File: src/rtl/scf_pkg.sv
// ----------------------------------------------------------------------------
// scf_pkg: shared types and constants of the square-root continued fraction unit
// Holds the field widths, the register map and the sequencer state type.
// ----------------------------------------------------------------------------
`default_nettype none
package scf_pkg;
   localparam int RadicandBitsDefault = 126;
   localparam int TermBits = 64;
   localparam int IndexBits = 6;
   localparam int HighBits = 62;
   localparam int CsrAddrBits = 2;
   localparam logic [CsrAddrBits-1:0] CSR_MAX_TERMS = 2'd0;
   localparam logic [IndexBits-1:0] MaxTermsReset = 6'd63;

   typedef enum logic [3:0] {
      ST_IDLE,
      ST_ROOT_SQ,      // square the trial root bit by bit
      ST_ROOT_CMP,     // keep or drop the trial bit
      ST_A1_DIV,       // a1 = 2*a0 / c
      ST_EMIT0,
      ST_EMIT,
      ST_B_MUL,        // a*c, then b = a*c - b
      ST_C_MUL,        // b*b, then x - b*b
      ST_C_DIV,        // c = (x - b*b) / c
      ST_A_DIV         // a = (a0 + b) / c
   } seq_state_type;
endpackage
`default_nettype wire

File: src/rtl/sqrt_continued_fraction.sv
// ----------------------------------------------------------------------------
// sqrt_continued_fraction: continued fraction expansion of a square root
// Bit-serial shift-and-add multiplier and restoring divider shared by all steps.
// ----------------------------------------------------------------------------
// Sequence: a bit-serial root search finds a0, which is emitted; a1 follows from a
//   divide, then each further term takes two multiplies and two divides; the run
//   time is set by the one shared bit-serial multiply/divide.
// Throughput: one radicand at a time; the next word is taken once the last
//   term has left the output register.
// Reset: synchronous, active high; clears control state and sets max_terms to 63.
`default_nettype none
module sqrt_continued_fraction #(
   parameter int RADICAND_BITS = scf_pkg::RadicandBitsDefault
) (
   input  wire logic                             clock,
   input  wire logic                             reset,
   input  wire logic                             req_valid,
   output logic                                  req_stall,
   input  wire logic [scf_pkg::HighBits-1:0]     req_radicand_high,
   input  wire logic [scf_pkg::TermBits-1:0]     req_radicand_low,
   output logic                                  rsp_valid,
   input  wire logic                             rsp_stall,
   output logic [scf_pkg::TermBits-1:0]          rsp_partial_quotient,
   output logic [scf_pkg::IndexBits-1:0]         rsp_term_index,
   output logic                                  rsp_period_end,
   output logic                                  rsp_square_input,
   output logic                                  rsp_last,
   input  wire logic                             psel,
   input  wire logic                             penable,
   input  wire logic                             pwrite,
   input  wire logic [scf_pkg::CsrAddrBits-1:0]  paddr,
   input  wire logic [31:0]                      pwdata,
   output logic [31:0]                           prdata,
   output logic                                  pready
);
   import scf_pkg::*;

   localparam int W = TermBits;
   localparam int WW = 2 * TermBits;
   localparam int CW = $clog2(WW + 1);
   // radicand mask derived from the parameter
   localparam logic [WW-1:0] XMask = (RADICAND_BITS >= WW) ? {WW{1'b1}} :
      ((({{(WW-1){1'b0}}, 1'b1}) << RADICAND_BITS) - {{(WW-1){1'b0}}, 1'b1});

   seq_state_type state_ff, state_in;

   logic [IndexBits-1:0] max_terms_ff;
   logic [WW-1:0]  x_ff;
   logic [W-1:0]   a0_ff, b_ff, c_ff, a_ff;
   logic [IndexBits-1:0] idx_ff, idx_in;
   logic [5:0]     rbit_ff;          // trial bit of the root search
   logic [WW-1:0]  root_sq_ff, root_sq_in;   // square of the root kept so far

   // shared serial unit: multiplicand / divisor, multiplier / dividend shift, accumulator
   logic [WW-1:0]  acc_ff, acc_in;   // product, or dividend/quotient shift register
   logic [W:0]     rem_ff, rem_in;   // divider remainder (one extra bit for carry)
   logic [W-1:0]   opa_ff, opa_in;   // multiplicand or divisor
   logic [W-1:0]   opb_ff, opb_in;   // multiplier shift register
   logic [CW-1:0]  cnt_ff, cnt_in;

   logic [W-1:0]   a0_in, b_in, c_in, a_in;
   logic [5:0]     rbit_in;

   // output register
   logic           ov_ff, ov_in;
   logic [W-1:0]   oq_ff, oq_in;
   logic [IndexBits-1:0] oi_ff, oi_in;
   logic           ope_ff, ope_in, osq_ff, osq_in, olast_ff, olast_in;

   logic [W-1:0]   trial, two, quo;
   logic [WW-1:0]  rem_x;
   logic [W:0]     rsh, rdiff;
   logic [IndexBits-1:0] limit;
   logic           take_out, done_stop;

   assign pready = 1'b1;
   assign prdata = (paddr == CSR_MAX_TERMS) ? {26'd0, max_terms_ff} : 32'd0;
   assign req_stall = (state_ff != ST_IDLE) || ov_ff;
   assign take_out = ov_ff && !rsp_stall;

   assign trial = a0_ff | ({{(W-1){1'b0}}, 1'b1} << rbit_ff);
   assign two = {a0_ff[W-2:0], 1'b0};
   assign limit = (max_terms_ff == '0) ? {{(IndexBits-1){1'b0}}, 1'b1} : max_terms_ff;
   assign rem_x = x_ff - acc_ff;
   // restoring divide step: shift in the next dividend bit
   assign rsh = {rem_ff[W-1:0], acc_ff[WW-1]};
   assign rdiff = rsh - {1'b0, opa_ff};
   // quotient above 64 bits or zero divisor saturates
   assign quo = (opa_ff == '0 || acc_ff[WW-1:W] != '0) ? {W{1'b1}} : acc_ff[W-1:0];
   assign done_stop = (idx_ff >= limit) || (a_ff == two);

   always_ff @(posedge clock) begin
      if (reset) begin
         max_terms_ff <= MaxTermsReset;
      end else if (psel && penable && pwrite && paddr == CSR_MAX_TERMS) begin
         max_terms_ff <= pwdata[IndexBits-1:0];
      end
   end

   // next state
   always_comb begin
      state_in = state_ff;
      case (state_ff)
         ST_IDLE: if (req_valid && !ov_ff) state_in = ST_ROOT_SQ;
         ST_ROOT_SQ: if (cnt_ff == CW'(W - 1)) state_in = ST_ROOT_CMP;
         ST_ROOT_CMP: begin
            if (rbit_ff == 6'd0) begin
               state_in = ST_EMIT0;
            end else begin
               state_in = ST_ROOT_SQ;
            end
         end
         ST_EMIT0: if (!ov_ff) state_in = (rem_x == '0) ? ST_IDLE : ST_A1_DIV;
         ST_A1_DIV: if (cnt_ff == CW'(WW)) state_in = ST_EMIT;
         ST_EMIT: if (!ov_ff) state_in = done_stop ? ST_IDLE : ST_B_MUL;
         ST_B_MUL: if (cnt_ff == CW'(W)) state_in = ST_C_MUL;
         ST_C_MUL: if (cnt_ff == CW'(W)) state_in = ST_C_DIV;
         ST_C_DIV: if (cnt_ff == CW'(WW)) state_in = ST_A_DIV;
         ST_A_DIV: if (cnt_ff == CW'(WW)) state_in = ST_EMIT;
         default: state_in = ST_IDLE;
      endcase
   end

   // datapath and outputs
   always_comb begin
      acc_in = acc_ff; rem_in = rem_ff; opa_in = opa_ff; opb_in = opb_ff;
      cnt_in = cnt_ff; a0_in = a0_ff; b_in = b_ff; c_in = c_ff; a_in = a_ff;
      idx_in = idx_ff; rbit_in = rbit_ff; root_sq_in = root_sq_ff;
      ov_in = ov_ff && !take_out;
      oq_in = oq_ff; oi_in = oi_ff; ope_in = ope_ff; osq_in = osq_ff; olast_in = olast_ff;
      case (state_ff)
         ST_IDLE: begin
            rbit_in = 6'd62;
            a0_in = '0;
            root_sq_in = '0;
            acc_in = '0;
            opb_in = {W{1'b0}} | ({{(W-1){1'b0}}, 1'b1} << 62);
            opa_in = {W{1'b0}} | ({{(W-1){1'b0}}, 1'b1} << 62);
            cnt_in = '0;
         end
         ST_ROOT_SQ: begin
            // add multiplicand when the low multiplier bit is set, then shift
            if (opb_ff[0]) acc_in = acc_ff + ({{W{1'b0}}, opa_ff} << cnt_ff[5:0]);
            opb_in = opb_ff >> 1;
            cnt_in = cnt_ff + 1'b1;
         end
         ST_ROOT_CMP: begin
            if (acc_ff <= x_ff) begin
               a0_in = trial;
               root_sq_in = acc_ff;
            end
            rbit_in = rbit_ff - 6'd1;
            acc_in = '0;
            cnt_in = '0;
            opa_in = (acc_ff <= x_ff ? trial : a0_ff) |
               ({{(W-1){1'b0}}, 1'b1} << (rbit_ff - 6'd1));
            opb_in = opa_in;
            if (rbit_ff == 6'd0) begin
               opa_in = acc_ff <= x_ff ? trial : a0_ff;
               opb_in = opa_in;
               cnt_in = CW'(W);
               // hand the square of the final root on to the remainder
               acc_in = (acc_ff <= x_ff) ? acc_ff : root_sq_ff;
            end
         end
         ST_EMIT0: begin
            // acc holds a0*a0, so rem_x is the remainder of the root search
            if (!ov_ff) begin
               ov_in = 1'b1; oq_in = a0_ff; oi_in = '0; ope_in = 1'b0;
               osq_in = (rem_x == '0); olast_in = (rem_x == '0);
               b_in = a0_ff; c_in = rem_x[W-1:0]; a_in = a0_ff; idx_in = '0;
               acc_in = {{(W-1){1'b0}}, two, 1'b0} >> 1;
               opa_in = rem_x[W-1:0];
               rem_in = '0; cnt_in = '0;
               if (rem_x == '0) c_in = '0;
            end
         end
         ST_A1_DIV, ST_C_DIV, ST_A_DIV: begin
            if (cnt_ff == CW'(WW)) begin
               rem_in = '0; cnt_in = '0;
               if (state_ff == ST_C_DIV) begin
                  c_in = quo;
                  acc_in = {{W{1'b0}}, a0_ff + b_ff};
                  opa_in = quo;
               end else begin
                  a_in = quo;
                  idx_in = idx_ff + 1'b1;
               end
            end else begin
               if (rem_ff[W] || rsh >= {1'b0, opa_ff}) begin
                  rem_in = rdiff;
                  acc_in = {acc_ff[WW-2:0], 1'b1};
               end else begin
                  rem_in = rsh;
                  acc_in = {acc_ff[WW-2:0], 1'b0};
               end
               if (rem_ff[W-1] && !rem_ff[W]) begin
                  rem_in = rsh - {1'b0, opa_ff};
                  acc_in = {acc_ff[WW-2:0], 1'b1};
               end
               cnt_in = cnt_ff + 1'b1;
            end
         end
         ST_EMIT: begin
            if (!ov_ff) begin
               ov_in = 1'b1; oq_in = a_ff; oi_in = idx_ff; ope_in = (a_ff == two);
               osq_in = 1'b0; olast_in = done_stop;
               acc_in = '0; opa_in = a_ff; opb_in = c_ff; cnt_in = '0;
            end
         end
         ST_B_MUL, ST_C_MUL: begin
            if (cnt_ff == CW'(W)) begin
               cnt_in = '0;
               if (state_ff == ST_B_MUL) begin
                  b_in = acc_ff[W-1:0] - b_ff;
                  acc_in = '0; opa_in = acc_ff[W-1:0] - b_ff;
                  opb_in = acc_ff[W-1:0] - b_ff;
               end else begin
                  acc_in = rem_x; opa_in = c_ff; rem_in = '0;
               end
            end else begin
               if (opb_ff[0]) acc_in = acc_ff + ({{W{1'b0}}, opa_ff} << cnt_ff[5:0]);
               opb_in = opb_ff >> 1;
               cnt_in = cnt_ff + 1'b1;
            end
         end
         default: ;
      endcase
   end

   always_ff @(posedge clock) begin
      if (reset) begin
         state_ff <= ST_IDLE;
         ov_ff <= 1'b0;
      end else begin
         state_ff <= state_in;
         ov_ff <= ov_in;
      end
   end

   // payload registers: capture the radicand on acceptance, advance the datapath
   always_ff @(posedge clock) begin
      if (state_ff == ST_IDLE && req_valid && !ov_ff) begin
         x_ff <= {2'b00, req_radicand_high, req_radicand_low} & XMask;
      end
      acc_ff <= acc_in; rem_ff <= rem_in; opa_ff <= opa_in; opb_ff <= opb_in;
      cnt_ff <= cnt_in; a0_ff <= a0_in; b_ff <= b_in; c_ff <= c_in; a_ff <= a_in;
      idx_ff <= idx_in; rbit_ff <= rbit_in; root_sq_ff <= root_sq_in;
      oq_ff <= oq_in; oi_ff <= oi_in; ope_ff <= ope_in; osq_ff <= osq_in;
      olast_ff <= olast_in;
   end

   assign rsp_valid = ov_ff;
   assign rsp_partial_quotient = oq_ff;
   assign rsp_term_index = oi_ff;
   assign rsp_period_end = ope_ff;
   assign rsp_square_input = osq_ff;
   assign rsp_last = olast_ff;
endmodule
`default_nettype wire
File: config.mk
export PLATFORM = sky130hd
export DESIGN_NAME = sqrt_continued_fraction
export DESIGN_NICKNAME = d
export VERILOG_FILES = /design/src/rtl/scf_pkg.sv /design/src/rtl/sqrt_continued_fraction.sv
export SDC_FILE = /design/constraint.sdc
export NUM_CORES = 2
export LEC_CHECK = 0
export BUFFER_PORTS_ARGS = -buffer_cell sky130_fd_sc_hd__clkbuf_2
export CORE_MARGIN = 8
export CORE_UTILIZATION = 32
export CTS_BUF_LIST = sky130_fd_sc_hd__clkbuf_4
export DETAILED_ROUTE_END_ITERATION = 12
export GPL_TIMING_DRIVEN = 0
export SYNTH_ARGS = -nofsm -noshare
export SYNTH_HDL_FRONTEND = slang
export SYNTH_SLANG_ARGS = --single-unit
File: constraint.sdc
create_clock -name clock -period 14.2 [get_ports clock]
set_input_delay 1.42 -clock clock [delete_from_list [all_inputs] [get_ports clock]]
set_output_delay 1.42 -clock clock [all_outputs]
set_load 0.03 [all_outputs]
==> Yosys cells after proc, flatten, opt, wreduce, memory -nomap -nowiden <==
Cells that the tools add are included.
{ "classes": {"addsub": 8, "order_cmp": 3, "n_eq_ne": 30, "shift": 3, "n_mux": 80, "n_bitwise": 2, "reduce_logical": 48} }
{ "op_table": {"columns": ["cell", "n"], "rows": [
  ["2-to-1 mux 128 bit", 9],
  ["2-to-1 mux 64 bit", 18],
  ["one-hot mux 128 bit (7 select lines)", 1],
  ["one-hot mux 64 bit (2 select lines)", 5],
  ["2-to-1 mux 65 bit", 6],
  ["one-hot mux 64 bit (6 select lines)", 1],
  ["one-hot mux 64 bit (5 select lines)", 1],
  ["one-hot mux 128 bit (2 select lines)", 1],
  ["one-hot mux 65 bit (3 select lines)", 1],
  ["adder 128 bit", 1],
  ["less-or-equal comparator 128 x 126 -> 1 bit", 1],
  ["zero test 128 bit", 1],
  ["OR 64 bit", 2],
  ["left shift 1 x 6 -> 64 bit, first input constant", 2],
  ["left shift 64 x 6 -> 128 bit", 1],
  ["subtractor 126 x 128 -> 128 bit", 1],
  [">= comparator 65 x 64 -> 1 bit", 1],
  ["subtractor 65 x 64 -> 65 bit", 1],
  ["adder 64 bit", 1],
  ["equality test 64 bit", 1],
  ["zero test 64 bit", 1],
  ["nonzero test 64 bit", 1],
  ["subtractor 64 bit", 1],
  ["one-hot mux 8 bit (6 select lines)", 1],
  ["43 further kinds", 114]
]} }
{ "word_totals": {"reg_bits": 935, "inputBits": 167} }

==> Longest topological paths before layout <==
{ "depth": {"depth_word": 7, "mapped_depth": 28, "depth_no_buf": 25} }

==> Worst setup path before layout <==
Ideal clock, no wire load.
{ "synth_timing": {"kind": "flip-flop to flip-flop", "startpoint": "register cnt_ff[0]", "endpoint": "register acc_ff[0] (enable)", "arrival_ns": 9.419, "required_ns": 13.509, "path_slack_ns": 4.090, "stages_incl_launch_ff": 10, "path_buffers": 4, "path_cell_list": "edfxtp_1 clkbuf_1 clkbuf_1 clkbuf_1 clkinv_1 ha_1 nand3_1 nor3b_1 clkbuf_1 a31oi_1"} }
{ "synth_between": {"elab_chain_len": 3} }
{ "synth_rtl": {"columns": ["element", "line_no", "rtl"], "rows": [
  ["start: declaration", "sqrt_continued_fraction.sv:59", "logic [CW-1:0] cnt_ff, cnt_in;"],
  ["start signal: assignment", "sqrt_continued_fraction.sv:247", "cnt_ff <= cnt_in; a0_ff <= a0_in; b_ff <= b_in; c_ff <= c_in; a_ff <= a_in;"],
  ["equality test 8 bit", "sqrt_continued_fraction.sv:179", "if (cnt_ff == CW'(WW)) begin"],
  ["inequality test 3 bit (no line)", null, null],
  ["AND reduction 4 bit (no line)", null, null],
  ["end signal: assignment", "sqrt_continued_fraction.sv:246", "acc_ff <= acc_in; rem_ff <= rem_in; opa_ff <= opa_in; opb_ff <= opb_in;"],
  ["end: declaration", "sqrt_continued_fraction.sv:55", "logic [WW-1:0] acc_ff, acc_in;"]
]} }
Every way passes these cells.
A chain may end at the register's enable or synchronous reset.

==> Final worst setup path <==
{ "layout_timing": {"startpoint": "register cnt_ff[0]", "endpoint": "register acc_ff[125] (data pin)"} }
{ "layout_between": {"elab_chain_len": 5, "word_cells_on_any_way": 8, "classes_between": "add/sub: 1; eq/ne: 2; shift: 1; mux: 4"} }
{ "layout_rtl": {"columns": ["element", "line_no", "rtl"], "rows": [
  ["left shift 64 x 6 -> 128 bit", "sqrt_continued_fraction.sv:143, sqrt_continued_fraction.sv:222", null],
  ["adder 128 bit", "sqrt_continued_fraction.sv:143, sqrt_continued_fraction.sv:222", null],
  ["2-to-1 mux 128 bit", "sqrt_continued_fraction.sv:143, sqrt_continued_fraction.sv:222", null],
  ["2-to-1 mux 128 bit", "sqrt_continued_fraction.sv:212", "if (cnt_ff == CW'(W)) begin"],
  ["one-hot mux 128 bit (7 select lines) (*)", "sqrt_continued_fraction.sv:131", "case (state_ff)"],
  ["via acc_in[125]", "sqrt_continued_fraction.sv:55", null]
]} }
The timed path passes the listed nets; every way through them passes the cells marked *.

==> run_results.csv <==
group,metric,value,unit
route,wirelength,556000,um
logic_synthesis,ys_types,110,
worst_setup_path,cp_num_buf_inv,4,
worst_setup_path,worstPathCellList,"clkbuf_1, clkbuf_1, buf_1, mux4_2, mux2i_1, nand2_1, nand2_1, nor2_1, a31oi_1, o22ai_1, ha_1, clkbuf_1, nand4_1, o21bai_1, a31oi_1, o31ai_1, nor3_1, o41a_1, o21a_1, o21ai_1, a21boi_0, nor4_1, mux2_2, o221ai_1",
worst_setup_path,r2r-start,"cnt_ff[0]",
power,vdd_drop_max,0.0001243,V
route,vias_per_cell,6.634,
layout,area_growth,14.16,%
layout,fillers,25890,
logic_synthesis,yosysWarnings,0,
layout,regArea,27970,um^2
logic_synthesis,synth_most_common_cell,"nand2_1",
clock_network,hold_buffers,0,
timing,hold_slack,0.2807,ns
route,post_drt_wl_per_cell,41.47,um
grt,gr-total-overflow,0,
clock_network,cts_buffers,309,
worst_setup_path,crit_path_start_kind,"flip-flop",
route,wl_met3,77320,um
clock_network,clock_path_buffers,4,
power,power.density,207.3,nW/um^2
hold_path,hold_depth,1,
hold_path,min_path_type,"in2reg",
clock_network,cts-root-buf,"clkbuf_4",
logic_synthesis,synth_top_area_share,0.3529,
power,power_leakage,34.72,nW
clock_network,cts.sinks,935,
clock_network,cts_tree,"yes",
floorplan,fp-row-count,182,
grt,grt_max_degree,40,
placed_design,hpwlAfterDp,452200,um
logic_synthesis,synth_flop_cell,"edfxtp_1",
layout,multi_input_area,47250,um^2
worst_setup_path,cp_data_arrival_time,11.23,ns
route,met2_wirelength,217200,um
logic_synthesis,ys_seq_elements,935,
logic_synthesis,synthCells,9251,
logic_synthesis,ys_seq_area_frac,0.3557,
layout,drive_gt1_frac,0.1097,
grt,grt_antenna_before_repair,106,
clock_network,cts_resized,0,
logic_synthesis,synth_area,78630,um^2
placed_design,gp_congestion,1.104,
floorplan,core,245300,um^2
floorplan,design.portCount,275,
clock_network,cts.htree.levels,5,
layout,final_util,0.3660,
route,dr.max_layer_used,"met5",
route,drt_first_pass_iters,10,
layout,design_area,89770,um^2
worst_setup_path,worstPathMaxFanout,10,
timing,setup_violations,0,
placed_design,postPlaceCellArea,85710,um^2
grt,grt_pass1_wl,726200,um
worst_setup_path,endpoint_kind,"flip-flop",
logic_synthesis,synth_common_cells,"nand2_1 (1072), nor2_1 (1034), a21oi_1 (955), edfxtp_1 (924), o21ai_0 (618)",
floorplan,fp.dieW,511.7,um
logic_synthesis,synth_enable_flop_cells,924,
timing,relSlewSlack,-0.1862,
timing,skew,0.2085,ns
route,drtIter0Drc,14500,
grt,grt_usage,0.4001,
floorplan,initial_core_util,0.3206,
clock_network,clkLatencyLatePin,1.41,ns
floorplan,chipHeight,511.7,um
timing,hold_violations,0,
clock_network,clkTransAtPathRegs,0.06,ns
route,wl_met1,217900,um
status,failed_checks,"capacitance limit, slew limit",
worst_setup_path,crit_path_top_delay_cell,"o31ai_1",
hold_path,hold_start,"req_radicand_high[53]",
timing,maxSlewViolCount,315,
timing,timing.final.crit_period,10.13,ns
route,vias,88930,
logic_synthesis,synth.area.top_cells,"edfxtp_1 (35%), ha_1 (7.3%), a21oi_1 (6.1%), nand2_1 (5.1%), nor2_1 (4.9%)",
logic_synthesis,yosysTopAreaCell,"edfxtp_1",
placed_design,io_buffer_count,221,
timing,worstMarginPinSlew,1.773,ns
worst_setup_path,path_delay_family,"compound AO/OA/AOI/OAI gates",
worst_setup_path,critical-path-max-stage-delay,0.74,ns
worst_setup_path,cp_common_cell,"clkbuf_1",
job,drv_cap,37,
layout,nets,10540,
worst_setup_path,worst_ep_required_time,15.30,ns
grt,grt_pass1_vias,81510,
logic_synthesis,syn_avg_cell_area,8.500,um^2
clock_network,cts_setup_buffers,0,
worst_setup_path,reg2regPathDepth,24,
status,outcome,"finished, violations left",
logic_synthesis,ys_async_sr_fraction,0,
floorplan,die-area,261900,um^2
route,drc,0,
worst_setup_path,cp.depth,24,
worst_setup_path,path_class,"reg2reg",
route,ant_nets,0,
worst_setup_path,startpoint,"cnt_ff[0]",
timing,fmax,98.76,MHz
timing,fin_crit_sh,0.7131,
timing,rsz0062_at_grt,"no",
## report_power, final
| group | internal, mW | switching, mW |
|---|---|---|
| sequential | 3.93 | 1.13 |
| clock | 1.53 | 1.52 |
| combinational | 2.81 | 7.69 |
## through the flow
stage	total power [mW]	cells	setup TNS, ns	setup WS [ns]
global placement	14.77	12720	-1136.55	-3.708
detailed placement	14.82	12820	0	4.405
CTS	17.86	13340	0	4.355
finish	18.61	13410	0	4.075
global route	18.81	13350	0	3.816
floorplan	9.716	9276	0	4.090
## kinds of logic after synthesis
logic type,share of synthesized area
XOR/XNOR,0.05144
adder cells (fa/ha/maj),0.07447
buffers and inverters,0.05015
flip-flops,0.3557
AO/OA/AOI/OAI,0.2492
AND/OR/NAND/NOR,0.1742
multiplexers,0.04478
other,0.00009551
## final timing paths
| path | end | slack [ns] |
|---|---|---|
| min | x_ff[117] | 0.28 |
| max reg2reg | acc_ff[125] | 4.07 |
| max | acc_ff[125] | 4.07 |
| min reg2reg | max_terms_ff[1] | 0.46 |
## sequential cells by signal, indices dropped and copies added, names as in the netlist, 4 cells and up
register              count
a0_ff                    64
root_sq_ff              128
idx_ff                    6
opb_ff                   64
state_ff                  4
opa_ff                   64
b_ff                     64
rsp_partial_quotient     64
a_ff                     64
cnt_ff                    8
c_ff                     64
acc_ff                  128
rsp_term_index            6
rbit_ff                   6
x_ff                    126
rem_ff                   65
max_terms_ff              6
## layout by cell type, fill, tap and decap left out, types with 89 or more instances in the layout
cell type     n
inv_1       425
nand4_1     181
o21ai_0     615
clkbuf_2    242
o21bai_1     89
ha_1        460
clkbuf_1    445
mux2i_1     201
clkbuf_4    435
o211ai_1     99
nand2_1    1072
a21oi_1     955
a31oi_1     137
xor2_1      205
nand3_1     170
a21o_1      257
edfxtp_1    924
nor3_1      121
a222oi_1     92
nor2_1     1025
xnor2_1     231
## cell type report
class,instances,share of cell area
Multi-Input combinational cell,7331,0.5263
Sequential cell,935,0.3116
Tap cell,3220,0.04488
Clock buffer,435,0.03638
Timing Repair Buffer,323,0.02880
Buffer,581,0.02629
Inverter,429,0.01794
Clock inverter,84,0.005938
Antenna cell,68,0.001896
## layer usage
metal  up-vias  GRT usage
met3      1719     0.1683
met4        60     0.2497
li1      36080          -
met5         -          0
met2      7128     0.5541
met1     43950     0.5104
Power figures use the tool's default switching activity.
